### src/sv/bcg_pkg.sv
// Shared constants, types and a helper function of the corner gradient generator.
`timescale 1ns / 1ps

package bcg_pkg;

	localparam int MAX_DIM       = 4096;
	localparam int FRAC_BITS_DEF = 16;
	localparam int COORD_W       = 12;
	localparam int DIM_W         = 13;
	localparam int REM_W         = DIM_W + 1;
	localparam int CHAN_W        = 8;
	localparam int RGB_W         = 3 * CHAN_W;
	localparam int CFG_IDX_W     = 3;
	localparam int CFG_DATA_W    = RGB_W;

	localparam logic [RGB_W-1:0] RST_TOP_LEFT     = 24'h00FF00;
	localparam logic [RGB_W-1:0] RST_TOP_RIGHT    = 24'hFF0000;
	localparam logic [RGB_W-1:0] RST_BOTTOM_LEFT  = 24'h800080;
	localparam logic [RGB_W-1:0] RST_BOTTOM_RIGHT = 24'h0000FF;
	localparam logic [DIM_W-1:0] RST_FRAME_DIM    = 13'd500;

	typedef enum logic [CFG_IDX_W-1:0] {
		REG_TOP_LEFT     = 3'd0,
		REG_TOP_RIGHT    = 3'd1,
		REG_BOTTOM_LEFT  = 3'd2,
		REG_BOTTOM_RIGHT = 3'd3,
		REG_FRAME_WIDTH  = 3'd4,
		REG_FRAME_HEIGHT = 3'd5
	} bcg_reg_t;

	typedef struct packed {
		logic valid;
		logic y_top;
		logic y_bot;
	} bcg_ctl_t;

	// Index of the last column or row for a frame size, with the size held to its legal range.
	function automatic logic [DIM_W-1:0] last_index(input logic [DIM_W-1:0] dim);
		logic [DIM_W-1:0] last;
		if (dim < DIM_W'(2)) begin
			last = DIM_W'(1);
		end else if (32'(dim) > MAX_DIM) begin
			last = DIM_W'(MAX_DIM - 1);
		end else begin
			last = dim - DIM_W'(1);
		end
		return last;
	endfunction

endpackage

### src/sv/bcg_lerp.sv
// Two-product blend of one color channel by a fixed-point fraction, products registered.
`timescale 1ns / 1ps

module bcg_lerp #(
	parameter int FRAC_BITS = bcg_pkg::FRAC_BITS_DEF
) (
	input  logic                      clk,
	input  logic                      en,
	input  logic [FRAC_BITS:0]        frac,
	input  logic [bcg_pkg::CHAN_W-1:0] a,
	input  logic [bcg_pkg::CHAN_W-1:0] b,
	output logic [bcg_pkg::CHAN_W-1:0] y
);
	import bcg_pkg::*;

	localparam int QW = FRAC_BITS + 1;
	localparam int PW = QW + CHAN_W;
	localparam logic [QW-1:0] ONE_FIX = {1'b1, {FRAC_BITS{1'b0}}};

	logic [QW-1:0]     inv;
	logic [PW-1:0]     prod_a;
	logic [PW-1:0]     prod_b;
	logic [CHAN_W-1:0] pa_s1;
	logic [CHAN_W-1:0] pb_s1;
	logic [CHAN_W:0]   sum;

	always_comb begin
		inv    = ONE_FIX - frac;
		prod_a = PW'(inv) * PW'(a);
		prod_b = PW'(frac) * PW'(b);
	end

	always_ff @(posedge clk) begin
		if (en) begin
			pa_s1 <= prod_a[FRAC_BITS +: CHAN_W];
			pb_s1 <= prod_b[FRAC_BITS +: CHAN_W];
		end
	end

	always_comb begin
		sum = {1'b0, pa_s1} + {1'b0, pb_s1};
		y   = sum[CHAN_W] ? {CHAN_W{1'b1}} : sum[CHAN_W-1:0];
	end

endmodule

### config.mk
export PLATFORM = sky130hd
export DESIGN_NAME = bcg_lerp
export DESIGN_NICKNAME = d
export VERILOG_FILES = /design/src/sv/bcg_pkg.sv /design/src/sv/bcg_lerp.sv
export SDC_FILE = /design/constraint.sdc
export NUM_CORES = 1
export LEC_CHECK = 0
export BUFFER_PORTS_ARGS = -buffer_cell sky130_fd_sc_hd__buf_2
export CORE_ASPECT_RATIO = 0.8
export CORE_MARGIN = 3
export CORE_UTILIZATION = 55
export DETAILED_ROUTE_END_ITERATION = 16
export GPL_TIMING_DRIVEN = 0
export PLACE_DENSITY_LB_ADDON = 0.05
export SLEW_MARGIN = 30
export SYNTH_ARGS = -nofsm -noshare
export SYNTH_HDL_FRONTEND = slang
export SYNTH_SLANG_ARGS = --single-unit
export TNS_END_PERCENT = 1
### constraint.sdc
create_clock -name clk -period 6.7 [get_ports clk]
set_clock_uncertainty 0.05 [all_clocks]
set_input_delay 0.67 -clock clk [delete_from_list [all_inputs] [get_ports clk]]
set_output_delay 0.67 -clock clk [all_outputs]
set_load 0.005 [all_outputs]
After elaboration in Yosys (flattened, before gate mapping)
Cells that the tools add are included.
{"block": "totals", "reg_bits": 16, "out_inout_bits": 8}
{"block": "classes", "mul": 2, "add_sub_neg": 2, "mux": 1}
{"cell": "17-bit by 8-bit multiplier with 24-bit output", "count": 2}
{"cell": "17-bit subtractor (first input constant)", "count": 1}
{"cell": "8-bit by 8-bit adder with 9-bit output", "count": 1}
{"cell": "8-bit two-way mux", "count": 1}

Longest topological paths before layout
Gate-level depths: netlist (run 1).
{"block": "logic_depth", "ltp_word": 2, "depth_mapped": 23}

Worst setup path after synthesis (run 1)
Ideal clock, no wire load.
{"block": "synth_timing", "path_type": "input to register", "startpoint": "in frac[5]", "endpoint": "reg pa_s1[4] (data pin)", "t_required_ns": 6.388, "setup_slack_ns": 0.618, "path_stages": 23, "t_arrival_ns": 5.770, "path_cell_list": "buf_6 > or4_4 > nor4_4 > nand2_1 > or2_4 > nor4_4 > xnor2_1 > nand2_1 > fa_1 > inv_1 > fa_1 > fa_1 > inv_1 > fa_1 > inv_1 > ha_1 > and4_1 > nor2b_1 > o211ai_1 > a31oi_1 > a21oi_1 > o21bai_1 > xor2_1"}
{"block": "synth_between", "elab_chain_len": 2}
{"element": "start, declared", "line_no": "bcg_lerp.sv:9", "source": "input logic [FRAC_BITS:0] frac,"}
{"element": "17-bit subtractor", "line_no": "bcg_lerp.sv:28", "source": "inv = ONE_FIX - frac;"}
{"element": "17-bit by 8-bit multiplier with 24-bit output", "line_no": "bcg_lerp.sv:29", "source": "prod_a = PW'(inv) * PW'(a);"}
{"element": "named net prod_a[20]", "line_no": "bcg_lerp.sv:21", "source": "logic [PW-1:0] prod_a;"}
{"element": "end signal, assigned", "line_no": "bcg_lerp.sv:35", "source": "pa_s1 <= prod_a[FRAC_BITS +: CHAN_W];"}
{"element": "end, declared", "line_no": "bcg_lerp.sv:23", "source": "logic [CHAN_W-1:0] pa_s1;"}
The timed path passes the listed nets, and every way through them passes these cells.
A chain may end at the register's enable or synchronous reset.

Worst setup path in the final report (run 1)
{"block": "layout_timing", "startpoint": "in frac[2]", "endpoint": "reg pa_s1[7] (data pin)"}
Same word-level chain as after synthesis.

==> impl_metrics.json, run 1 <==
{
  "status": "completed",
  "die_height_um": 119,
  "clk_pin_slew_ns": 0.05,
  "drt.antenna.violating_nets": 0,
  "vias": 6525,
  "cap_violations": 0,
  "ios": 43,
  "gp_congestion": 0.845,
  "fmax_mhz": 155,
  "cts-buffers-inserted": 3,
  "min_to": "pa_s1[0]",
  "p_leak_nw": 4.57,
  "yosysUniqueCellTypes": 49,
  "area_delta_synth_final_pct": 8.33,
  "multi_input_area_mm2": 0.00752,
  "grt_pass1_wl_mm": 33.6,
  "final.setup.tns_ns": 0,
  "worstHoldPathCells": 1,
  "max_slew.worst_pin.slew_ns": 0.966,
  "fin_crit_sh": 0.964,
  "first_iter_violations": 285,
  "dpl_cell_area_mm2": 0.00919,
  "wl_per_cell_um": 16.2,
  "place_inst": 1230,
  "grt.total_usage": 0.239,
  "crit_type": "input pin to register",
  "drv_slew": 0,
  "ys_ff_latch": 16,
  "ir_drop_mv": 0.154,
  "fp.dieW_um": 147,
  "root_buffer": "clkbuf_16",
  "finalSetupViolCount": 0,
  "cts.sinks": 16,
  "final.setup.worst_slack_ns": 0.241,
  "htreeDepth": 1,
  "antenna_found_initial": 1,
  "synth_area_leaders": "fa_1 (40%), ha_1 (13%), and2_1 (11%), inv_1 (8.5%), edfxtp_1 (5.5%)",
  "period_minus_slack_ns": 6.46,
  "vias_per_cell": 5.24,
  "ys_async_sr_fraction": 0,
  "synth_edf_count": 16,
  "clockBufferDepth": 2,
  "grt_pass1_vias": 6703,
  "synth.avg_cell_area_um2": 8.88,
  "die_area_mm2": 0.0175,
  "grt-ovfl-total": 0,
  "hpwl_mm": 17.0,
  "num_rows": 40,
  "p_per_area_mw_per_mm2": 300,
  "synth_area_mm2": 0.00876,
  "drc": 0,
  "coreArea_mm2": 0.0153,
  "ys_top_cells_by_count": "inv_1 (198), fa_1 (177), and2_1 (156)",
  "nFillCells": 1410,
  "synth_warnings": 0,
  "wirelength_mm": 20.2,
  "holdWs_ns": 0.799,
  "initial_utilization": 0.572,
  "seqCellArea_um2": 480,
  "maxSlewHeadroom": 0.356,
  "arrival_ns": 6.38,
  "synth_cells": 986,
  "io_buffers": 34,
  "crit_fanout": 5,
  "place_ws_ns": -0.479,
  "synth_most_common_cell": "inv_1",
  "yosys.area.top_type": "fa_1",
  "drtPass1Iterations": 4,
  "hp-start": "en",
  "synth_flop_cell": "edfxtp_1",
  "final_cell_area_mm2": 0.00949,
  "worstPathRequired_ns": 6.63,
  "hold_class": "input pin to register",
  "fin_cells": 1246,
  "hold_viol_final": 0,
  "cts_tree": "yes",
  "n_antenna_cell": 0,
  "finalNetCount": 1338,
  "yosysTopAreaCellShare": 0.405,
  "grt_max_degree": 17,
  "worst_setup_path_end_kind": "register",
  "worstSetupStartpointType": "input pin",
  "drive_gt1_frac": 0.0724,
  "yosysSeqAreaShare": 0.0549,
  "syn_nets": 1287
}
[worst max-delay path: stages]
cell and delay, ns:
buf_2 0.12, or4_4 0.58, nor4_4 0.28, nand2_2 0.12, or2_4 0.27, nor4_4 0.19
xnor2_2 0.21, nand2_1 0.13, fa_1 0.55, inv_1 0.05, fa_1 0.49, fa_1 0.49
inv_1 0.05, fa_1 0.47, inv_1 0.06, ha_4 0.28, and4_4 0.27, nor2b_1 0.16
o211ai_1 0.10, buf_4 0.18, a221o_1 0.34, nand2_2 0.09, a21oi_1 0.08, xnor2_1 0.15
[repair_timing]
item,4_1_cts,5_1_grt
resized for setup,6,19
setup endpoints to repair,5,7
pin swaps,0,4
hold buffers,0,0
buffers inserted,0,12
[worst max-delay path by stage]
stage               slack (ns)  cells after the start    start        to
floorplan                 0.62                     23  frac[5]  pa_s1[4]
global placement         -0.41                     22  frac[2]  pa_s1[5]
detailed placement       -0.48                     22  frac[2]  pa_s1[5]
CTS                       0.05                     22  frac[2]  pa_s1[7]
global route             -0.03                     24  frac[2]  pa_s1[7]
finish                    0.24                     24  frac[2]  pa_s1[7]
[routing by layer]
metal,vias to the layer above,wire (um),track usage
li1,3110,-,-
met1,3247,9990,0.372
met2,154,8830,0.370
met3,12,1250,0.0365
met4,2,128,0.0210
met5,-,12,0
[cell usage in the layout (no fill, tap or decap), types with 14 or more instances in the layout]
master / instances
and2_1: 156
xnor2_1: 23
inv_1: 198
a21oi_1: 23
nor2_1: 14
nand2_1: 122
clkbuf_1: 33
ha_1: 88
edfxtp_1: 16
o21ai_0: 19
buf_2: 36
fa_1: 177
[area by class of cell]
cell class                 count  share of cell area
sequential                    16              0.0506
tap                          210              0.0277
inverter                     198              0.0783
buffer                        36              0.0153
multi-input combinational    736               0.792
clock buffer                   3             0.00791
clock inverter                 1            0.000396
timing repair buffer          46              0.0274
[report_power, final]
part | internal [W] | total, W | leakage (nW) | switching (W)
Clock | 0.0000788 | 0.000112 | 0.0385 | 0.0000332
Combinational | 0.00107 | 0.00250 | 4.37 | 0.00143
Sequential | 0.000220 | 0.000240 | 0.156 | 0.0000200
Total | 0.00137 | 0.00285 | 4.57 | 0.00148
[kinds of logic (layout without fill, tap and decap cells)]
group | after synthesis | count (layout) | synth area share
adders and majority gates | 266 | 266 | 0.532
AOI/OAI and AO/OA | 81 | 81 | 0.0581
DFF | 16 | 16 | 0.0549
and+or+nand+nor | 349 | 349 | 0.214
buffers and inverters | 234 | 284 | 0.101
xor gates and xnor gates | 40 | 40 | 0.0400
[registers in the layout, indices dropped and copies added (netlist names)]
name,cells
pa_s1,8
pb_s1,8
[metrics by stage]
step / power [W] / util
6_report: 0.00285 / 0.620
4_1_cts: 0.00280 / 0.608
2_1_floorplan: 0.00203 / -
3_5_place_dp: 0.00265 / 0.600
3_3_place_gp: 0.00262 / 0.600
5_1_grt: 0.00325 / 0.620
No activity file was read; power rests on OpenSTA's default activity.
==> inputs of run 2 (changes only) <==
Settings changed: GPL_TIMING_DRIVEN 0 to not set.
==> impl_metrics.json, run 2 (synthesis results as in run 1) <==
{
  "grt_pass1_vias": 6502,
  "place_inst": 1214,
  "max_slew.worst_pin.slew_ns": 0.788,
  "drtPass1Iterations": 4,
  "p_per_area_mw_per_mm2": 300,
  "layout_commonest_cell": "inv_1",
  "ir_drop_mv": 0.130,
  "io_buffers": 42,
  "postCtsHoldBufs": 0,
  "wl_per_cell_um": 16.4,
  "cts_setup_buffers": 0,
  "cts.sinks": 16,
  "maxSlewHeadroom": 0.471,
  "worst_setup_path_end_kind": "register",
  "reg.largest.list": "pa_s1 (8), pb_s1 (8)",
  "die_area_mm2": 0.0175,
  "cts_tree": "yes",
  "pwr-share-seq": 0.088,
  "power.share.switching": 0.518,
  "ios": 43,
  "num_rows": 40,
  "clockBufferDepth": 2,
  "finalSetupViolCount": 0,
  "cp_slowest_cell": "or4_4",
  "root_buffer": "clkbuf_16",
  "fmax_mhz": 160,
  "fin_cells": 1217,
  "hold_viol_final": 0,
  "first_iter_violations": 305,
  "p_switching_w": 0.00144,
  "crit_top_cell": "fa_1",
  "period_minus_slack_ns": 6.27,
  "pwr-share-clk": 0.040,
  "cts_resized": 0,
  "final.setup.tns_ns": 0,
  "finalNetCount": 1310,
  "n_antenna_cell": 0,
  "rsz0062_at_grt": "false",
  "vias_per_cell": 5.24,
  "gp_congestion": 0.916,
  "antenna_found_initial": 1,
  "hpwl_mm": 16.8,
  "layout_common_cells": "inv_1 (198), fa_1 (177), and2_1 (156), nand2_1 (124), ha_1 (89)",
  "drive_gt1_frac": 0.0626,
  "p_leak_nw": 4.52,
  "drt.antenna.violating_nets": 0,
  "intPower_w": 0.00134,
  "fp.dieW_um": 147,
  "grt.total_usage": 0.238,
  "worstSetupStartpointType": "input pin",
  "drv_slew": 0,
  "worstPathCellList": "buf_2 > or4_4 > nor4_4 > nand2_1 > or2_4 > nor2_1 > xnor2_1 > nand2_1 > fa_1 > inv_1 > fa_1 > fa_1 > inv_1 > fa_1 > inv_1 > ha_1 > and4_1 > nor2b_1 > o211ai_1 > a31oi_1 > a21oi_1 > a31oi_1 > o31ai_1",
  "clk_pin_slew_ns": 0.05,
  "htreeDepth": 1,
  "area_delta_synth_final_pct": 5.71,
  "cp-startpoint": "frac[5]",
  "die_height_um": 119,
  "fin_crit_sh": 0.935,
  "hold_class": "input pin to register",
  "crit_fanout": 10,
  "critPathMaxStageDelay_ns": 0.54,
  "vias": 6380,
  "grt-ovfl-total": 0,
  "nFillCells": 1375,
  "cts-buffers-inserted": 3,
  "grt_pass1_wl_mm": 33.7,
  "seqCellArea_um2": 480,
  "initial_utilization": 0.572,
  "cap_violations": 0,
  "drc": 0,
  "crit_type": "input pin to register",
  "wirelength_mm": 19.9,
  "arrival_ns": 6.20,
  "cp-endpoint": "pa_s1[5]",
  "status": "completed",
  "combPwrFrac": 0.872,
  "grt_max_degree": 18,
  "worstPathRequired_ns": 6.63,
  "multi_input_area_mm2": 0.00740,
  "coreArea_mm2": 0.0153
}
==> run 2: area by class of cell <==
cell class,count,area share
well taps,210,0.0284
repair buffers,54,0.0324
clock buffers,3,0.00811
inverters,198,0.0803
flip-flops and latches,16,0.0519
multi-input cells,736,0.799
==> run 2: metal layers <==
| layer | vias up | part of all wire | global-route usage |
|---|---|---|---|
| li1 | 3054 | - | - |
| met1 | 3149 | 0.51 | 0.388 |
| met2 | 165 | 0.41 | 0.356 |
| met3 | 10 | 0.070 | 0.0312 |
| met4 | 2 | 0.0038 | 0.0134 |
| met5 | - | 0.00035 | 0 |
==> run 2: power by group through the flow <==
stage               combinational (W)  clock, W  sequential [W]
floorplan                     0.00180         0        0.000233
global placement              0.00239         0        0.000247
detailed placement            0.00240         0        0.000247
CTS                           0.00242  0.000112        0.000247
global route                  0.00282  0.000116        0.000249
finish                        0.00242  0.000110        0.000244
==> run 2: how the worst min path moves through the flow <==
stage                     start  slack, ns        to  depth (start not counted)
after floorplan              en       0.73  pa_s1[0]                          0
after global placement       en       1.05  pa_s1[1]                          1
after detailed placement     en       1.05  pa_s1[1]                          1
after CTS                    en       0.80  pa_s1[2]                          1
after global routing         en       0.82  pa_s1[4]                          1
final                        en       0.79  pa_s1[4]                          1
==> run 2: stage by stage <==
step	cell area, um2	hold WS (ns)	worst slack, ns	total power (W)	utilization
2_1_floorplan	8760	0.732	0.618	0.00203	-
3_3_place_gp	9180	1.05	0.337	0.00264	0.599
3_5_place_dp	9180	1.05	0.186	0.00265	0.599
4_1_cts	9250	0.803	0.448	0.00278	0.604
5_1_grt	9260	0.817	0.0310	0.00318	0.605
6_report	9260	0.795	0.433	0.00277	0.605
==> run 2: critical path, delay by kind of cell <==
kind                       cells  cell delay, ns
adders and majority gates      5            2.30
and+or+nand+nor                8            1.79
AOI/OAI and AO/OA              5            0.85
buffers and inverters          4            0.30
xor gates and xnor gates       1            0.28
==> inputs of run 3 (changes only) <==
Clock period 6.7 ns to 6.3 ns, I/O delays scaled along.
==> impl_metrics.json, run 3 (synthesis results as in run 1) <==
{
  "layout_common_cells": "inv_1 (197), fa_1 (177), and2_1 (156), nand2_1 (122), ha_1 (88)",
  "cts-buffers-inserted": 3,
  "cts.sinks": 16,
  "wl_per_cell_um": 16.4,
  "reg.largest.list": "pa_s1 (8), pb_s1 (8)",
  "hold_class": "input pin to register",
  "intPower_w": 0.00152,
  "drc": 0,
  "layout_commonest_cell": "inv_1",
  "area_delta_synth_final_pct": 8.73,
  "fmax_mhz": 163,
  "p_per_area_mw_per_mm2": 325,
  "clk_pin_slew_ns": 0.05,
  "vias_per_cell": 5.17,
  "arrival_ns": 6.07,
  "fin_crit_sh": 0.972,
  "place_inst": 1232,
  "p_switching_w": 0.00158,
  "worstPathRequired_ns": 6.24,
  "fin_cells": 1240,
  "io_buffers": 42,
  "antenna_found_initial": 1,
  "pwr-share-clk": 0.039,
  "hpwl_mm": 16.9,
  "rsz0062_at_grt": "true",
  "fp.dieW_um": 147,
  "crit_fanout": 6,
  "grt-ovfl-total": 0,
  "power.share.switching": 0.510,
  "max_slew.worst_pin.slew_ns": 0.693,
  "worst_setup_path_end_kind": "register",
  "wirelength_mm": 20.4,
  "drive_gt1_frac": 0.0961,
  "root_buffer": "clkbuf_16",
  "ios": 43,
  "grt.total_usage": 0.246,
  "grt_max_degree": 18,
  "ir_drop_mv": 0.177,
  "final.setup.worst_slack_ns": 0.174,
  "crit_type": "input pin to register",
  "utilization": 0.622,
  "n_antenna_cell": 0,
  "p_leak_nw": 4.64,
  "worstSetupStartpointType": "input pin",
  "postCtsHoldBufs": 0,
  "place_ws_ns": -0.0924,
  "maxSlewHeadroom": 0.535,
  "pwr-share-seq": 0.084,
  "grt_pass1_vias": 6617,
  "die_area_mm2": 0.0175,
  "drtPass1Iterations": 5,
  "gp_congestion": 0.847,
  "first_iter_violations": 315,
  "cap_violations": 0,
  "drt.antenna.violating_nets": 0,
  "vias": 6415,
  "period_minus_slack_ns": 6.13,
  "num_rows": 40,
  "finalNetCount": 1332,
  "cts_tree": "yes",
  "finalSetupViolCount": 0,
  "coreArea_mm2": 0.0153,
  "combPwrFrac": 0.877,
  "hold_viol_final": 0,
  "clockBufferDepth": 2,
  "initial_utilization": 0.572,
  "drv_slew": 0,
  "grt_pass1_wl_mm": 34.9,
  "htreeDepth": 1,
  "die_height_um": 119,
  "status": "completed"
}
## run 3: per-stage QoR
stage	area (um2)	setup TNS, ns	power (W)	hold slack, ns
3_3_place_gp	9310	0	0.00287	1.01
4_1_cts	9400	0	0.00305	0.762
2_1_floorplan	8760	0	0.00216	0.692
5_1_grt	9520	-0.141	0.00354	0.769
3_5_place_dp	9320	-0.248	0.00290	1.02
6_report	9520	0	0.00309	0.759
## run 3: worst max-delay path, stage by stage
cell and delay, ns:
buf_2 0.10, or4_4 0.58, nor4_4 0.30, nand2_1 0.11
or2_4 0.29, nor2_4 0.16, xnor2_4 0.16, nand2_2 0.09
fa_1 0.54, inv_1 0.05, fa_1 0.48, fa_1 0.53
inv_1 0.05, fa_1 0.49, inv_2 0.05, ha_4 0.27
and4_4 0.22, nor2b_2 0.13, o211ai_1 0.16, a221o_1 0.40
nand2_2 0.09, a21oi_2 0.06, xnor2_1 0.11
## run 3: what timing repair did
item	CTS	global route
endpoints found under the setup margin	0	6
buffers inserted	0	4
resized for setup	0	20
## run 3: path summary, 6_finish.rpt
path                   end  slack [ns]  depth (start not counted)  startpoint
setup / recovery  pa_s1[7]        0.17                         23     frac[3]
hold / removal    pa_s1[4]        0.76                          1          en
## run 3: power by group through the flow
stage,Sequential (W),Clock (W),Combinational (W)
floorplan,0.000247,0,0.00191
global placement,0.000263,0,0.00261
detailed placement,0.000263,0,0.00264
CTS,0.000263,0.000123,0.00266
global route,0.000266,0.000128,0.00315
finish,0.000261,0.000121,0.00271
## run 3: metal layers
metal | vias to the layer above | GRT usage | routed length (um) | part of all wire
li1 | 3102 | - | - | -
met1 | 3120 | 0.403 | 10700 | 0.53
met2 | 179 | 0.354 | 8120 | 0.40
met3 | 12 | 0.0418 | 1390 | 0.068
met4 | 2 | 0.0221 | 136 | 0.0067
met5 | - | 0 | 7 | 0.00034
## run 3: cell type report
cell class                 instances  area, um2
clock buffer                       3       75.1
clock inverter                     1       3.75
fill                            1409       5790
inverter                         198        743
multi-input combinational        736       7490
sequential                        16        480
tap                              210        263
timing repair buffer              76        465
