<file path="src/sv/bcg_pkg.sv">
// Shared constants, types and a helper function of the corner gradient generator.
`timescale 1ns / 1ps

package bcg_pkg;

	localparam int MAX_DIM       = 4096;
	localparam int FRAC_BITS_DEF = 16;
	localparam int COORD_W       = 12;
	localparam int DIM_W         = 13;
	localparam int REM_W         = DIM_W + 1;
	localparam int CHAN_W        = 8;
	localparam int RGB_W         = 3 * CHAN_W;
	localparam int CFG_IDX_W     = 3;
	localparam int CFG_DATA_W    = RGB_W;

	localparam logic [RGB_W-1:0] RST_TOP_LEFT     = 24'h00FF00;
	localparam logic [RGB_W-1:0] RST_TOP_RIGHT    = 24'hFF0000;
	localparam logic [RGB_W-1:0] RST_BOTTOM_LEFT  = 24'h800080;
	localparam logic [RGB_W-1:0] RST_BOTTOM_RIGHT = 24'h0000FF;
	localparam logic [DIM_W-1:0] RST_FRAME_DIM    = 13'd500;

	typedef enum logic [CFG_IDX_W-1:0] {
		REG_TOP_LEFT     = 3'd0,
		REG_TOP_RIGHT    = 3'd1,
		REG_BOTTOM_LEFT  = 3'd2,
		REG_BOTTOM_RIGHT = 3'd3,
		REG_FRAME_WIDTH  = 3'd4,
		REG_FRAME_HEIGHT = 3'd5
	} bcg_reg_t;

	typedef struct packed {
		logic valid;
		logic y_top;
		logic y_bot;
	} bcg_ctl_t;

	// Index of the last column or row for a frame size, with the size held to its legal range.
	function automatic logic [DIM_W-1:0] last_index(input logic [DIM_W-1:0] dim);
		logic [DIM_W-1:0] last;
		if (dim < DIM_W'(2)) begin
			last = DIM_W'(1);
		end else if (32'(dim) > MAX_DIM) begin
			last = DIM_W'(MAX_DIM - 1);
		end else begin
			last = dim - DIM_W'(1);
		end
		return last;
	endfunction

endpackage

</file>
<file path="src/sv/bcg_cell.sv">
// One divider cell: produces one fraction bit for the column and the row and passes the rest on.
`timescale 1ns / 1ps

module bcg_cell #(
	parameter int FRAC_BITS = bcg_pkg::FRAC_BITS_DEF
) (
	input  logic                     clk,
	input  logic                     arst_n,
	input  logic                     en,
	input  logic [bcg_pkg::DIM_W-1:0] div_x,
	input  logic [bcg_pkg::DIM_W-1:0] div_y,
	input  logic [bcg_pkg::REM_W-1:0] rx_i,
	input  logic [bcg_pkg::REM_W-1:0] ry_i,
	input  logic [FRAC_BITS:0]        qx_i,
	input  logic [FRAC_BITS:0]        qy_i,
	input  bcg_pkg::bcg_ctl_t         ctl_i,
	output logic [bcg_pkg::REM_W-1:0] rx_o,
	output logic [bcg_pkg::REM_W-1:0] ry_o,
	output logic [FRAC_BITS:0]        qx_o,
	output logic [FRAC_BITS:0]        qy_o,
	output bcg_pkg::bcg_ctl_t         ctl_o
);
	import bcg_pkg::*;

	localparam int QW = FRAC_BITS + 1;

	logic             bit_x;
	logic             bit_y;
	logic [REM_W-1:0] dx;
	logic [REM_W-1:0] dy;

	logic [REM_W-1:0] rx_s1;
	logic [REM_W-1:0] ry_s1;
	logic [QW-1:0]    qx_s1;
	logic [QW-1:0]    qy_s1;
	bcg_ctl_t         ctl_s1;

	// Restoring step: subtract the divisor when it fits, then double the remainder.
	always_comb begin
		bit_x = rx_i >= REM_W'(div_x);
		bit_y = ry_i >= REM_W'(div_y);
		dx    = bit_x ? rx_i - REM_W'(div_x) : rx_i;
		dy    = bit_y ? ry_i - REM_W'(div_y) : ry_i;
	end

	always_ff @(posedge clk or negedge arst_n) begin
		if (!arst_n) begin
			ctl_s1 <= '0;
		end else if (en) begin
			ctl_s1 <= ctl_i;
		end
	end

	always_ff @(posedge clk) begin
		if (en) begin
			rx_s1 <= {dx[REM_W-2:0], 1'b0};
			ry_s1 <= {dy[REM_W-2:0], 1'b0};
			qx_s1 <= {qx_i[QW-2:0], bit_x};
			qy_s1 <= {qy_i[QW-2:0], bit_y};
		end
	end

	assign rx_o  = rx_s1;
	assign ry_o  = ry_s1;
	assign qx_o  = qx_s1;
	assign qy_o  = qy_s1;
	assign ctl_o = ctl_s1;

endmodule

</file>
<file path="config.mk">
export PLATFORM = sky130hd
export DESIGN_NAME = bcg_cell
export DESIGN_NICKNAME = d
export VERILOG_FILES = /design/src/sv/bcg_pkg.sv /design/src/sv/bcg_cell.sv
export SDC_FILE = /design/constraint.sdc
export NUM_CORES = 1
export LEC_CHECK = 0
export BUFFER_PORTS_ARGS = -buffer_cell sky130_fd_sc_hd__buf_4
export CORE_MARGIN = 2
export CORE_UTILIZATION = 48
export CTS_CLUSTER_SIZE = 25
export DETAILED_ROUTE_END_ITERATION = 12
export GPL_TIMING_DRIVEN = 0
export PLACE_DENSITY = 0.81
export SLEW_MARGIN = 20
export SYNTH_ARGS = -nofsm -noshare
export SYNTH_HDL_FRONTEND = slang
export SYNTH_SLANG_ARGS = --single-unit
</file>
<file path="constraint.sdc">
create_clock -name clk -period 0.9 [get_ports clk]
set_input_delay 0.09 -clock clk [delete_from_list [all_inputs] [get_ports clk]]
set_output_delay 0.09 -clock clk [all_outputs]
set_load 0.01 [all_outputs]
</file>
After elaboration in Yosys (flattened, before gate mapping)
Cells that the tools add are included.
{"block": "word_totals", "ff_bits": 63, "latch_bits": 0, "ramBits": 0, "romBits": 0, "input_bits": 94, "out_inout_bits": 65, "mem_count": 0}
{"block": "classes", "add_sub_neg": 2, "n_mul": 0, "n_div": 0, "magnitude_cmp": 2, "eq_ne": 0, "shift": 0, "muxes": 2, "bitwise_logic": 0, "reduce_logical": 0}
{"operator": ">= comparator 14 x 13 -> 1 bit", "count": 2}
{"operator": "two-way mux 13 bit", "count": 2}
{"operator": "subtractor 13 bit", "count": 2}

Longest topological paths before layout
Gate-level depths: netlist of the first run.
{"block": "logic_depth", "depth_word": 2, "depth_mapped": 10, "depth_no_buf": 9}

Worst setup path before layout of the first run
OpenSTA, ideal clock, no wires.
{"block": "synth_path", "kind": "in2reg", "startpoint": "in ry_i[0] (netlist name)", "endpoint": "reg ry_s1[10] (netlist: ry_o[10]), data pin", "arrival_time_ps": 2019, "path_slack_ps": -1380, "path_stages": 10, "path_cell_list": "inv_1 ha_1 fa_1 nor2b_4 o2111ai_4 nand3b_4 o2111ai_4 a31oi_4 buf_12 mux2_4"}
{"block": "synth_via", "elab_chain_len": 2}
{"item": "start, declared", "line": "bcg_cell.sv:13", "rtl": "input logic [bcg_pkg::REM_W-1:0] ry_i,"}
{"item": ">= comparator 14 x 13 -> 1 bit", "line": "bcg_cell.sv:41", "rtl": "bit_y = ry_i >= REM_W'(div_y);"}
{"item": "named net bit_y", "line": "bcg_cell.sv:28", "rtl": "logic bit_y;"}
{"item": "two-way mux 13 bit", "line": "bcg_cell.sv:43", "rtl": "dy = bit_y ? ry_i - REM_W'(div_y) : ry_i;"}
{"item": "named net dy[9]", "line": "bcg_cell.sv:30", "rtl": "logic [REM_W-1:0] dy;"}
{"item": "end signal, assigned", "line": "bcg_cell.sv:57", "rtl": "ry_s1 <= {dy[REM_W-2:0], 1'b0};"}
{"item": "end, declared", "line": "bcg_cell.sv:33", "rtl": "logic [REM_W-1:0] ry_s1;"}
The timed path passes the listed nets, and every way through them passes these cells.
A chain may end at the register's enable or synchronous reset.

Worst setup path after layout of the first run
{"block": "layout_path", "startpoint": "in ry_i[0] (netlist name)", "endpoint": "reg ry_s1[9] (netlist: ry_o[9]), data pin"}
{"block": "layout_via", "elab_chain_len": 2}
{"item": "subtractor 13 bit or >= comparator 14 x 13 -> 1 bit (tied branches)", "line": "bcg_cell.sv:43, bcg_cell.sv:41"}
{"item": "two-way mux 13 bit *", "line": "bcg_cell.sv:43"}
{"item": "named net dy[8]", "line": "bcg_cell.sv:30"}
The timed path passes the listed nets; every way through them passes the cells marked *.

==> results of run 1 <==
[layout make-up]
| type | instances | area, um^2 | share of cell area |
|---|---|---|---|
| plain buffers | 6 | 61.31 | 0.009769 |
| clock buffers | 9 | 123.9 | 0.01974 |
| clock inverters | 7 | 102.6 | 0.01635 |
| inverters | 34 | 155.1 | 0.02472 |
| multi-input cells | 205 | 1857 | 0.2959 |
| flip-flops and latches | 63 | 1877 | 0.2990 |
| well taps | 99 | 123.9 | 0.01974 |
| repair buffers | 214 | 1976 | 0.3148 |
[through the flow]
stage / TNS [ps] / cell area [um^2] / cells / setup slack (ps) / power, mW
6_report: -32440 / 6276 / 637 / -1086 / 10.29
5_1_grt: -35290 / 6276 / 637 / -1115 / 10.62
4_1_cts: -30710 / 6052 / 627 / -1023 / 9.726
3_5_place_dp: -52430 / 5099 / 562 / -1539 / 6.430
3_3_place_gp: -50920 / 5099 / 562 / -1523 / 6.352
2_1_floorplan: -29050 / 3819 / 309 / -1226 / 5.289
[cells in the final DEF (no fill, tap or decap), types with 3 or more instances in the layout]
cell type                       synthesis  final
sky130_fd_sc_hd__a21oi_1               22     15
sky130_fd_sc_hd__a21oi_2                0      7
sky130_fd_sc_hd__a31oi_1                5      5
sky130_fd_sc_hd__buf_4                  2    109
sky130_fd_sc_hd__buf_6                  1     70
sky130_fd_sc_hd__clkbuf_8               0      9
sky130_fd_sc_hd__dfrtp_1                3      3
sky130_fd_sc_hd__dlygate4sd3_1          0     36
sky130_fd_sc_hd__edfxtp_1              60     60
sky130_fd_sc_hd__ha_1                  26     21
sky130_fd_sc_hd__ha_4                   0      4
sky130_fd_sc_hd__inv_1                 34     30
sky130_fd_sc_hd__mux2_2                 9      3
sky130_fd_sc_hd__mux2_4                 7     13
sky130_fd_sc_hd__nand2_1               14     12
sky130_fd_sc_hd__nand2b_1               5      5
sky130_fd_sc_hd__nand3_1                3      3
sky130_fd_sc_hd__nand4_1                3      3
sky130_fd_sc_hd__nor2_1                27     18
sky130_fd_sc_hd__nor2_4                 0      8
sky130_fd_sc_hd__nor3_1                 5      5
sky130_fd_sc_hd__nor3b_2                0      3
sky130_fd_sc_hd__o21a_1                 6      6
sky130_fd_sc_hd__o21ai_0               10     10
sky130_fd_sc_hd__xnor2_1                9      9
sky130_fd_sc_hd__xor2_1                 7      7
[layer usage]
metal / share of wire / global-route usage
met4: 0.038 / 0.09722
met2: 0.54 / 0.5521
met5: 0 / 0
met3: 0.078 / 0.05809
met1: 0.34 / 0.3162
[worst paths after layout]
kind                             to  cells past startpoint  slack (ps)  startpoint
max in group asynchronous  ctl_o[1]                      2         700      arst_n
min in group asynchronous  ctl_o[0]                      2         110      arst_n
setup reg to reg           ctl_o[0]                      2         -40    ctl_o[0]
hold reg to reg            ctl_o[2]                      1         580    ctl_o[2]
hold / removal              rx_o[4]                      2          50     rx_i[3]
setup / recovery            ry_o[9]                     12       -1090     ry_i[0]
[timing repair]
action | 4_1_cts | 5_1_grt
endpoints found under the setup margin | 91 | 94
hold buffers | 36 | 0
setup buffers | 11 | 12
pin swaps | 9 | 9
resized for setup | 69 | 42
hold endpoints to repair | 38 | 0
gates cloned | 2 | 0
[cells by family after synthesis]
| group | after synthesis | share of synthesized area |
|---|---|---|
| AOI/OAI and AO/OA | 67 | 0.1322 |
| buffers and inverters | 41 | 0.05199 |
| other | 1 | 0.001018 |
| DFF | 63 | 0.5097 |
| xor gates and xnor gates | 16 | 0.03806 |
| and+or+nand+nor | 73 | 0.1036 |
| adders and majority gates | 28 | 0.09922 |
| muxes | 19 | 0.06422 |
[power by group through the flow]
stage / clock network, mW / registers, mW / logic [mW]
detailed placement: 0 / 3.80 / 2.63
floorplan: 0 / 3.97 / 1.32
global route: 3.08 / 3.86 / 3.69
CTS: 2.86 / 3.77 / 3.09
finish: 2.94 / 3.84 / 3.51
global placement: 0 / 3.79 / 2.57
[state kept, by name, indices dropped and copies added (netlist names)]
signal / flops
qx_o: 17
rx_o: 13
qy_o: 17
ctl_o: 3
ry_o: 13
==> run summary, run 1 <==
* **worst slack on hold paths** 45.89 ps
* **number of CTS-inserted buffers** 9
* **fillcell total** 327
* **Layout Skew** 0 ps
* **number of port buffers** 154
* **Final Critical Period** 1986 ps
* **worst max-slew margin expressed relative to the limit** 0.5998
* **clock group share of total power** 0.286
* **clock root cell** sky130_fd_sc_hd__clkbuf_8
* **antenna fix cells** 0
* **maximum fanout along the worst path** 2
* **#FFs+latches synth** 63
* **share of the clock period used by the worst path** 2.207
* **initial antenna violation count** 0
* **vias** 3615
* **DRC violations left** 0
* **Crit path max-delay family** adder cells
* **type of the setup path with the least slack** input pin to register
* **area added between synthesis and finish** 70.44%
* **Detailed Routing Iterations Pass 1** 5
* **Synth Cell Area** 3682 um^2
* **Starting Density** 0.5023
* **Reg power frac** 0.373
* **cells after synthesis** 308
* **die outline area** 8388 um^2
* **cell at the slowest stage of the critical path** sky130_fd_sc_hd__fa_2
* **largest vdd supply drop** 893.8 uV
* **CP Data Arrival Time** 2080 ps
* **required time of the critical path** 990 ps
* **largest net degree at the start of global routing** 64
* **class of the most critical hold timing path** input pin to register
* **endpoint type of the worst setup path** register
* **EDFF count, synth** 60
* **RSZ-0062 raised after global routing** true
* **hold violation count in the final report** 0
* **mean post-synth cell area** 11.96 um^2
* **iteration-0 DRC count of the detailed router** 294
* **Synth area leaders** sky130_fd_sc_hd__edfxtp_1 (49%), sky130_fd_sc_hd__ha_1 (8.8%), sky130_fd_sc_hd__inv_1 (3.5%), sky130_fd_sc_hd__a21oi_1 (3.0%), sky130_fd_sc_hd__mux2_4 (2.9%)
* **cell chain of the critical path** buf_8, inv_12, ha_4, fa_2, nor2b_4, o2111ai_4, buf_4, buf_4, a31oi_1, nor2_1, xnor2_1, mux2_4
* **number of slew-limit violations in the final report** 0
* **Ys Warns** 0
* **most instantiated library cell after synthesis** sky130_fd_sc_hd__edfxtp_1
* **proportion of total power due to net switching** 0.3033
* **failing checks** setup timing
* **most area-hungry cell type in the Yosys netlist** sky130_fd_sc_hd__edfxtp_1
* **max-capacitance violation count** 0
* **total length of routed wires** 13.77 mm
* **static leakage** 2.776 nW
* **Clock Tree Buf Depth** 2
* **sequential area share after synthesis** 0.5097
* **worst path setup slack after routing** -1086 ps
* **first-pass GRT wire length** 18.57 mm
* **endpoints failing setup** 93
* **global routing usage summed across all routing layers** 0.2898
* **die extent in y** 91.59 um
* **clock latency of the later-clocked register in the worst-skew pair** 350 ps
* **share of post-route cells with drive strength above 1** 0.4870
* **actual slew at the worst max-slew pin** 600.4 ps
* **# rows** 31
* **final antenna-violating net count** 0
* **Layout Utilization** 0.8561
* **share of flip-flops with an asynchronous set or reset after synthesis** 0.04762
* **most frequent cell on the critical path** sky130_fd_sc_hd__buf_4
* **Floorplan Core Area** 7331 um^2
* **Worst-path clk slew** 80 ps
* **result of the run** complete, but fails checks
* **Synth top area share** 0.4893
* **CTS tree** built
* **chip width** 91.59 um
* **Netlist cell types** 53
* **average via count per standard cell** 5.675
* **combinational share of power** 0.341
* **slowest stage delay, CP** 380 ps
* **via count of the first global-routing pass** 3490
* **timing-limited maximum frequency** 503.5 MHz
* **total clock sinks** 63
* **power per cell area** 1640 nW/um^2
* **layout net count** 655
* **H-Tree Depth** 3
* **internal cell power** 7.172 mW
* **remaining global-route overflow** 0
* **Startpoint Class** input pin
* **Final GP Congestion** 0.8703
* **switching power** 3.122 mW
* **drt wl/cell** 21.61 um
* **total half-perimeter wirelength after legalization and detailed placement** 6.876 mm
* **most common flop cell mapped by yosys** sky130_fd_sc_hd__edfxtp_1
* **count of buffer and inverter cells on the critical path** 4
* **IO Count** 159
* **most numerous cell types in the synthesized netlist** sky130_fd_sc_hd__edfxtp_1 (60), sky130_fd_sc_hd__inv_1 (34), sky130_fd_sc_hd__nor2_1 (27), sky130_fd_sc_hd__ha_1 (26), sky130_fd_sc_hd__a21oi_1 (22)
Note: power is estimated with default switching activity, not from simulation.
==> run 2, diff against run 1 <==
--- a/config.mk
+++ b/config.mk
@@ -12,6 +12,7 @@
 export DETAILED_ROUTE_END_ITERATION = 12
 export GPL_TIMING_DRIVEN = 0
 export PLACE_DENSITY = 0.81
+export RECOVER_POWER = 50
 export SLEW_MARGIN = 20
 export SYNTH_ARGS = -nofsm -noshare
 export SYNTH_HDL_FRONTEND = slang
==> run summary, run 2 (synthesis gave the netlist of run 1 again) <==
* **result of the run** complete, but fails checks
* **failing checks** setup timing
* **Clock Tree Buf Depth** 2, unchanged
* **initial antenna violation count** 0, unchanged
* **average via count per standard cell** 5.688, +0.22%
* **fillcell total** 327, unchanged
* **combinational share of power** 0.342, about the same
* **share of post-route cells with drive strength above 1** 0.4851, -0.001859
* **maximum fanout along the worst path** 2, unchanged
* **static leakage** 2.771 nW, -0.18%
* **Final GP Congestion** 0.8703, unchanged
* **total half-perimeter wirelength after legalization and detailed placement** 6.876 mm, unchanged
* **chip width** 91.59 um, unchanged
* **CTS tree** built
* **hold violation count in the final report** 0, unchanged
* **internal cell power** 7.170 mW, about the same
* **clock root cell** sky130_fd_sc_hd__clkbuf_8
* **IO Count** 159, unchanged
* **largest net degree at the start of global routing** 64, unchanged
* **remaining global-route overflow** 0, unchanged
* **post-route cell area** 6269 um^2, -0.12%
* **clock latency of the later-clocked register in the worst-skew pair** 350 ps, about the same
* **area added between synthesis and finish** 70.23%
* **class of the most critical hold timing path** input pin to register
* **vias** 3623, +0.22%
* **type of the setup path with the least slack** input pin to register
* **Design Power** 10.29 mW, about the same
* **Startpoint Class** input pin
* **number of port buffers** 154, unchanged
* **clock group share of total power** 0.285, about the same
* **worst max-slew margin expressed relative to the limit** 0.4032, -0.1965
* **share of the clock period used by the worst path** 2.213, +0.006256
* **iteration-0 DRC count of the detailed router** 299, +1.7%
* **max-capacitance violation count** 0, unchanged
* **via count of the first global-routing pass** 3490, unchanged
* **antenna fix cells** 0, unchanged
* **endpoint type of the worst setup path** register
* **DRC violations left** 0, unchanged
* **power per cell area** 1641 nW/um^2, about the same
* **layout net count** 655, unchanged
* **Worst-path clk slew** 80 ps, about the same
* **global routing usage summed across all routing layers** 0.2898, unchanged
* **final antenna-violating net count** 0, unchanged
* **number of CTS-inserted buffers** 9, unchanged
* **total clock sinks** 63, unchanged
* **endpoints failing setup** 94, +1.1%
* **most common cell after layout, fill and taps aside** sky130_fd_sc_hd__buf_4
* **largest vdd supply drop** 891.3 uV, -0.27%
* **timing-limited maximum frequency** 502.1 MHz, -0.28%
* **RSZ-0062 raised after global routing** true
* **flip-flop and latch area** 1877 um^2, unchanged
* **commonest non-fill, non-tap cells in the layout** sky130_fd_sc_hd__buf_4 (108), sky130_fd_sc_hd__buf_6 (69), sky130_fd_sc_hd__edfxtp_1 (60)
* **Final Critical Period** 1992 ps, +5.630 ps
* **H-Tree Depth** 3, unchanged
* **Detailed Routing Iterations Pass 1** 6, +1
* **footprint of the multi-input gates** 1857 um^2, unchanged
* **required time of the critical path** 990 ps, about the same
* **first-pass GRT wire length** 18.57 mm, unchanged
* **die extent in y** 91.59 um, unchanged
* **Post-Place Worst Slack** -1539 ps, unchanged
* **# rows** 31, unchanged
* **Floorplan Core Area** 7331 um^2, unchanged
* **proportion of total power due to net switching** 0.3029, -0.0003455
* **CP Data Arrival Time** 2080 ps, about the same
* **worst path setup slack after routing** -1092 ps, -5.630 ps
* **drt wl/cell** 21.62 um, about the same
* **die outline area** 8388 um^2, unchanged
* **actual slew at the worst max-slew pin** 895.1 ps, +294.8 ps
* **Reg power frac** 0.373, about the same
* **total length of routed wires** 13.77 mm, about the same
* **switching power** 3.116 mW, -0.19%
* **post-placement cell area** 5099 um^2, unchanged
* **Layout Skew** 0 ps, unchanged
* **number of slew-limit violations in the final report** 0, unchanged
* **Starting Density** 0.5023, unchanged
run 2: changes by cell type in the layout (fill, tap and decap cells not counted), sizes merged:
cell / delta
clkbuf: +2
buf: -2
run 2: final timing paths:
check                         start  endpoint  slack, ps  cells after the start
max                         ry_i[0]   ry_o[9]      -1090                     12
min                         rx_i[3]   rx_o[4]         50                      2
max reg2reg                ctl_o[0]  ctl_o[0]        -40                      2
min reg2reg                ctl_o[2]  ctl_o[2]        590                      1
max in group asynchronous    arst_n  ctl_o[1]        610                      2
min in group asynchronous    arst_n  ctl_o[0]        130                      2
run 2: final cells by class:
| cell class | instances | share of cell area |
|---|---|---|
| inverters | 34 | 0.02475 |
| repair buffers | 214 | 0.3140 |
| well taps | 99 | 0.01976 |
| flip-flops and latches | 63 | 0.2994 |
| plain buffers | 6 | 0.009780 |
| clock buffers | 9 | 0.01976 |
| multi-input cells | 205 | 0.2962 |
| clock inverters | 7 | 0.01637 |
run 2: critical path, stage by stage:
cell                        delay, ps
sky130_fd_sc_hd__buf_8             90
sky130_fd_sc_hd__inv_12            30
sky130_fd_sc_hd__ha_4             160
sky130_fd_sc_hd__fa_2             380
sky130_fd_sc_hd__nor2b_4          170
sky130_fd_sc_hd__o2111ai_4        150
sky130_fd_sc_hd__buf_4            180
sky130_fd_sc_hd__buf_4            130
sky130_fd_sc_hd__a31oi_1          220
sky130_fd_sc_hd__nor2_1            90
sky130_fd_sc_hd__xnor2_1          130
sky130_fd_sc_hd__mux2_4           260
run 2: repair_timing:
item	CTS	global route
setup endpoints to repair	91	94
pin swaps	9	9
resized for setup	69	42
hold buffers	36	0
setup buffers	11	12
endpoints found under the hold margin	38	0
cloned	2	0
run 2: metrics by stage:
step	util	setup TNS [ps]	hold slack (ps)	std cells
final	0.8551	-32700	46.83	637
after global routing	0.8551	-35620	51.01	637
after CTS	0.8256	-30710	33.29	627
after detailed placement	0.6955	-52430	-118.6	562
after global placement	0.6955	-50920	-120.4	562
after floorplan	-	-29050	-205.6	309
run 2: power by group through the flow:
stage               clock network [mW]  logic (mW)  registers [mW]
finish                            2.93        3.51            3.84
global route                      3.08        3.68            3.86
CTS                               2.86        3.09            3.77
detailed placement                   0        2.63            3.80
global placement                     0        2.57            3.79
floorplan                            0        1.32            3.97
run 2: routing by layer:
metal,share of wire,GRT usage,vias up
met5,0,0,-
met4,0.029,0.09722,0
met3,0.084,0.05809,39
met2,0.55,0.5521,268
met1,0.34,0.3162,1737
li1,-,-,1579
==> run 3, diff against run 2 <==
==> constraint.sdc (replaced) <==
create_clock -name clk -period 0.9 [get_ports clk]
set_input_delay 0.09 -clock clk [delete_from_list [all_inputs] [get_ports clk]]
set_output_delay 0.09 -clock clk [all_outputs]
set_load 0.1 [all_outputs]
==> run summary, run 3 (synthesis gave the netlist of run 1 again) <==
* **largest net degree at the start of global routing** 64, unchanged
* **initial antenna violation count** 1, +1
* **Startpoint Class** input pin
* **IO Count** 159, unchanged
* **area added between synthesis and finish** 72.41%
* **final non-filler cell total** 636, -0.16%
* **average via count per standard cell** 5.766, +1.4%
* **max-capacitance violation count** 0, unchanged
* **static leakage** 2.765 nW, -0.22%
* **Layout Skew** 0 ps, unchanged
* **die extent in y** 91.59 um, unchanged
* **# rows** 31, unchanged
* **class of the most critical hold timing path** input pin to register
* **final antenna-violating net count** 0, unchanged
* **number of slew-limit violations in the final report** 0, unchanged
* **worst max-slew margin expressed relative to the limit** 0.3990, -0.004241
* **clock root cell** sky130_fd_sc_hd__clkbuf_8
* **Floorplan Core Area** 7331 um^2, unchanged
* **largest vdd supply drop** 1107 uV, +24%
* **first-pass GRT wire length** 19.04 mm, +2.5%
* **Design Power** 12.42 mW, +21%
* **post-route cell area** 6349 um^2, +1.3%
* **combinational share of power** 0.481, +0.139
* **Final GP Congestion** 0.9165, +5.3%
* **number of CTS-inserted buffers** 9, unchanged
* **share of post-route cells with drive strength above 1** 0.5000, +0.01487
* **power per cell area** 1956 nW/um^2, +19%
* **RSZ-0062 raised after global routing** true
* **Reg power frac** 0.311, -0.062
* **timing-limited maximum frequency** 509.2 MHz, +1.4%
* **clock latency of the later-clocked register in the worst-skew pair** 340 ps, about the same
* **DRC violations left** 0, unchanged
* **most common cell after layout, fill and taps aside** sky130_fd_sc_hd__buf_4
* **share of the clock period used by the worst path** 2.182, -0.03124
* **worst path setup slack after routing** -1064 ps, +28.12 ps
* **internal cell power** 6.990 mW, -2.5%
* **Final Critical Period** 1964 ps, -28.12 ps
* **Worst-path clk slew** 80 ps, about the same
* **Detailed Routing Iterations Pass 1** 4, -2
* **failing checks** setup timing
* **CTS tree** built
* **worst slack on hold paths** 8.178 ps, -38.65 ps
* **Clock Tree Buf Depth** 2, unchanged
* **total clock sinks** 63, unchanged
* **commonest non-fill, non-tap cells in the layout** sky130_fd_sc_hd__buf_4 (102), sky130_fd_sc_hd__buf_6 (69), sky130_fd_sc_hd__edfxtp_1 (60)
* **via count of the first global-routing pass** 3590, +2.9%
* **type of the setup path with the least slack** input pin to register
* **total length of routed wires** 14.04 mm, +1.9%
* **hold violation count in the final report** 0, unchanged
* **maximum fanout along the worst path** 4, +2
* **fillcell total** 306, -6.4%
* **number of port buffers** 154, unchanged
* **H-Tree Depth** 3, unchanged
* **post-placement cell area** 5110 um^2, +0.22%
* **number of placed cells counting well taps** 562, unchanged
* **clock group share of total power** 0.207, -0.078
* **CP Data Arrival Time** 2070 ps, about the same
* **remaining global-route overflow** 0, unchanged
* **total half-perimeter wirelength after legalization and detailed placement** 6.871 mm, about the same
* **chip width** 91.59 um, unchanged
* **vias** 3667, +1.2%
* **global routing usage summed across all routing layers** 0.2997, +0.009867
* **switching power** 5.429 mW, +74%
* **layout net count** 653, -0.31%
* **proportion of total power due to net switching** 0.4371, +0.1342
* **required time of the critical path** 1000 ps, about the same
* **Starting Density** 0.5023, unchanged
* **endpoint type of the worst setup path** register
* **Layout Utilization** 0.8660, +0.01092
* **die outline area** 8388 um^2, unchanged
* **iteration-0 DRC count of the detailed router** 228, -24%
* **endpoints failing setup** 94, unchanged
* **drt wl/cell** 22.07 um, +2.1%
* **result of the run** complete, but fails checks
* **actual slew at the worst max-slew pin** 901.5 ps, +6.361 ps
==> run 3: path summary, 6_finish.rpt <==
check	cells past startpoint	end	slack (ps)	from
max in group asynchronous	2	ctl_o[0]	570	arst_n
min in group asynchronous	2	ctl_o[2]	120	arst_n
min	2	ctl_o[2]	8	ctl_i[2]
max	9	ry_o[10]	-1060	div_y[3]
min reg2reg	1	ctl_o[0]	630	ctl_o[0]
max reg2reg	1	ctl_o[1]	10	ctl_o[1]
==> run 3: worst max-delay path, stage by stage <==
cell,delay (ps)
sky130_fd_sc_hd__buf_4,80
sky130_fd_sc_hd__inv_1,40
sky130_fd_sc_hd__ha_1,390
sky130_fd_sc_hd__nand2_1,180
sky130_fd_sc_hd__a211oi_2,70
sky130_fd_sc_hd__nor4_1,440
sky130_fd_sc_hd__o21ai_0,290
sky130_fd_sc_hd__xor2_1,210
sky130_fd_sc_hd__mux2_4,280
==> run 3: power by group through the flow <==
| stage | Sequential [mW] | Combinational [mW] | Clock [mW] |
|---|---|---|---|
| 2_1_floorplan | 6.22 | 1.35 | 0 |
| 5_1_grt | 3.89 | 6.15 | 2.67 |
| 3_5_place_dp | 3.80 | 4.93 | 0 |
| 3_3_place_gp | 3.79 | 4.87 | 0 |
| 6_report | 3.87 | 5.98 | 2.57 |
| 4_1_cts | 3.82 | 5.50 | 2.44 |
==> run 3: metrics by stage <==
stage | worst slack (ps) | setup TNS (ps)
after floorplan | -1226 | -35050
after global placement | -1495 | -50740
after detailed placement | -1539 | -52830
after CTS | -1007 | -34230
after global routing | -1079 | -38310
final | -1064 | -35570
==> run 3: per-layer routing <==
layer | global-route usage | wire, um
met4 | 0.1490 | 760
met2 | 0.5453 | 7304
met5 | 0 | 0
met3 | 0.05892 | 1088
met1 | 0.3295 | 4883
==> run 3: layout make-up <==
cell class	count	area (um^2)	share of cell area
Multi-Input combinational cell	205	1906	0.3002
Inverter	34	155.1	0.02444
Clock inverter	7	72.57	0.01143
Clock buffer	9	123.9	0.01951
Buffer	7	76.32	0.01202
Sequential cell	63	1888	0.2974
Timing Repair Buffer	211	2001	0.3151
Tap cell	99	123.9	0.01951
Antenna cell	1	2.502	0.0003942
==> run 3: timing repair <==
action | in CTS | in global routing
endpoints found under the hold margin | 35 | 2
pin swaps | 8 | 9
hold buffers | 33 | 2
endpoints found under the setup margin | 94 | 91
gates cloned | 2 | 0
resized for setup | 100 | 37
setup buffers | 10 | 12
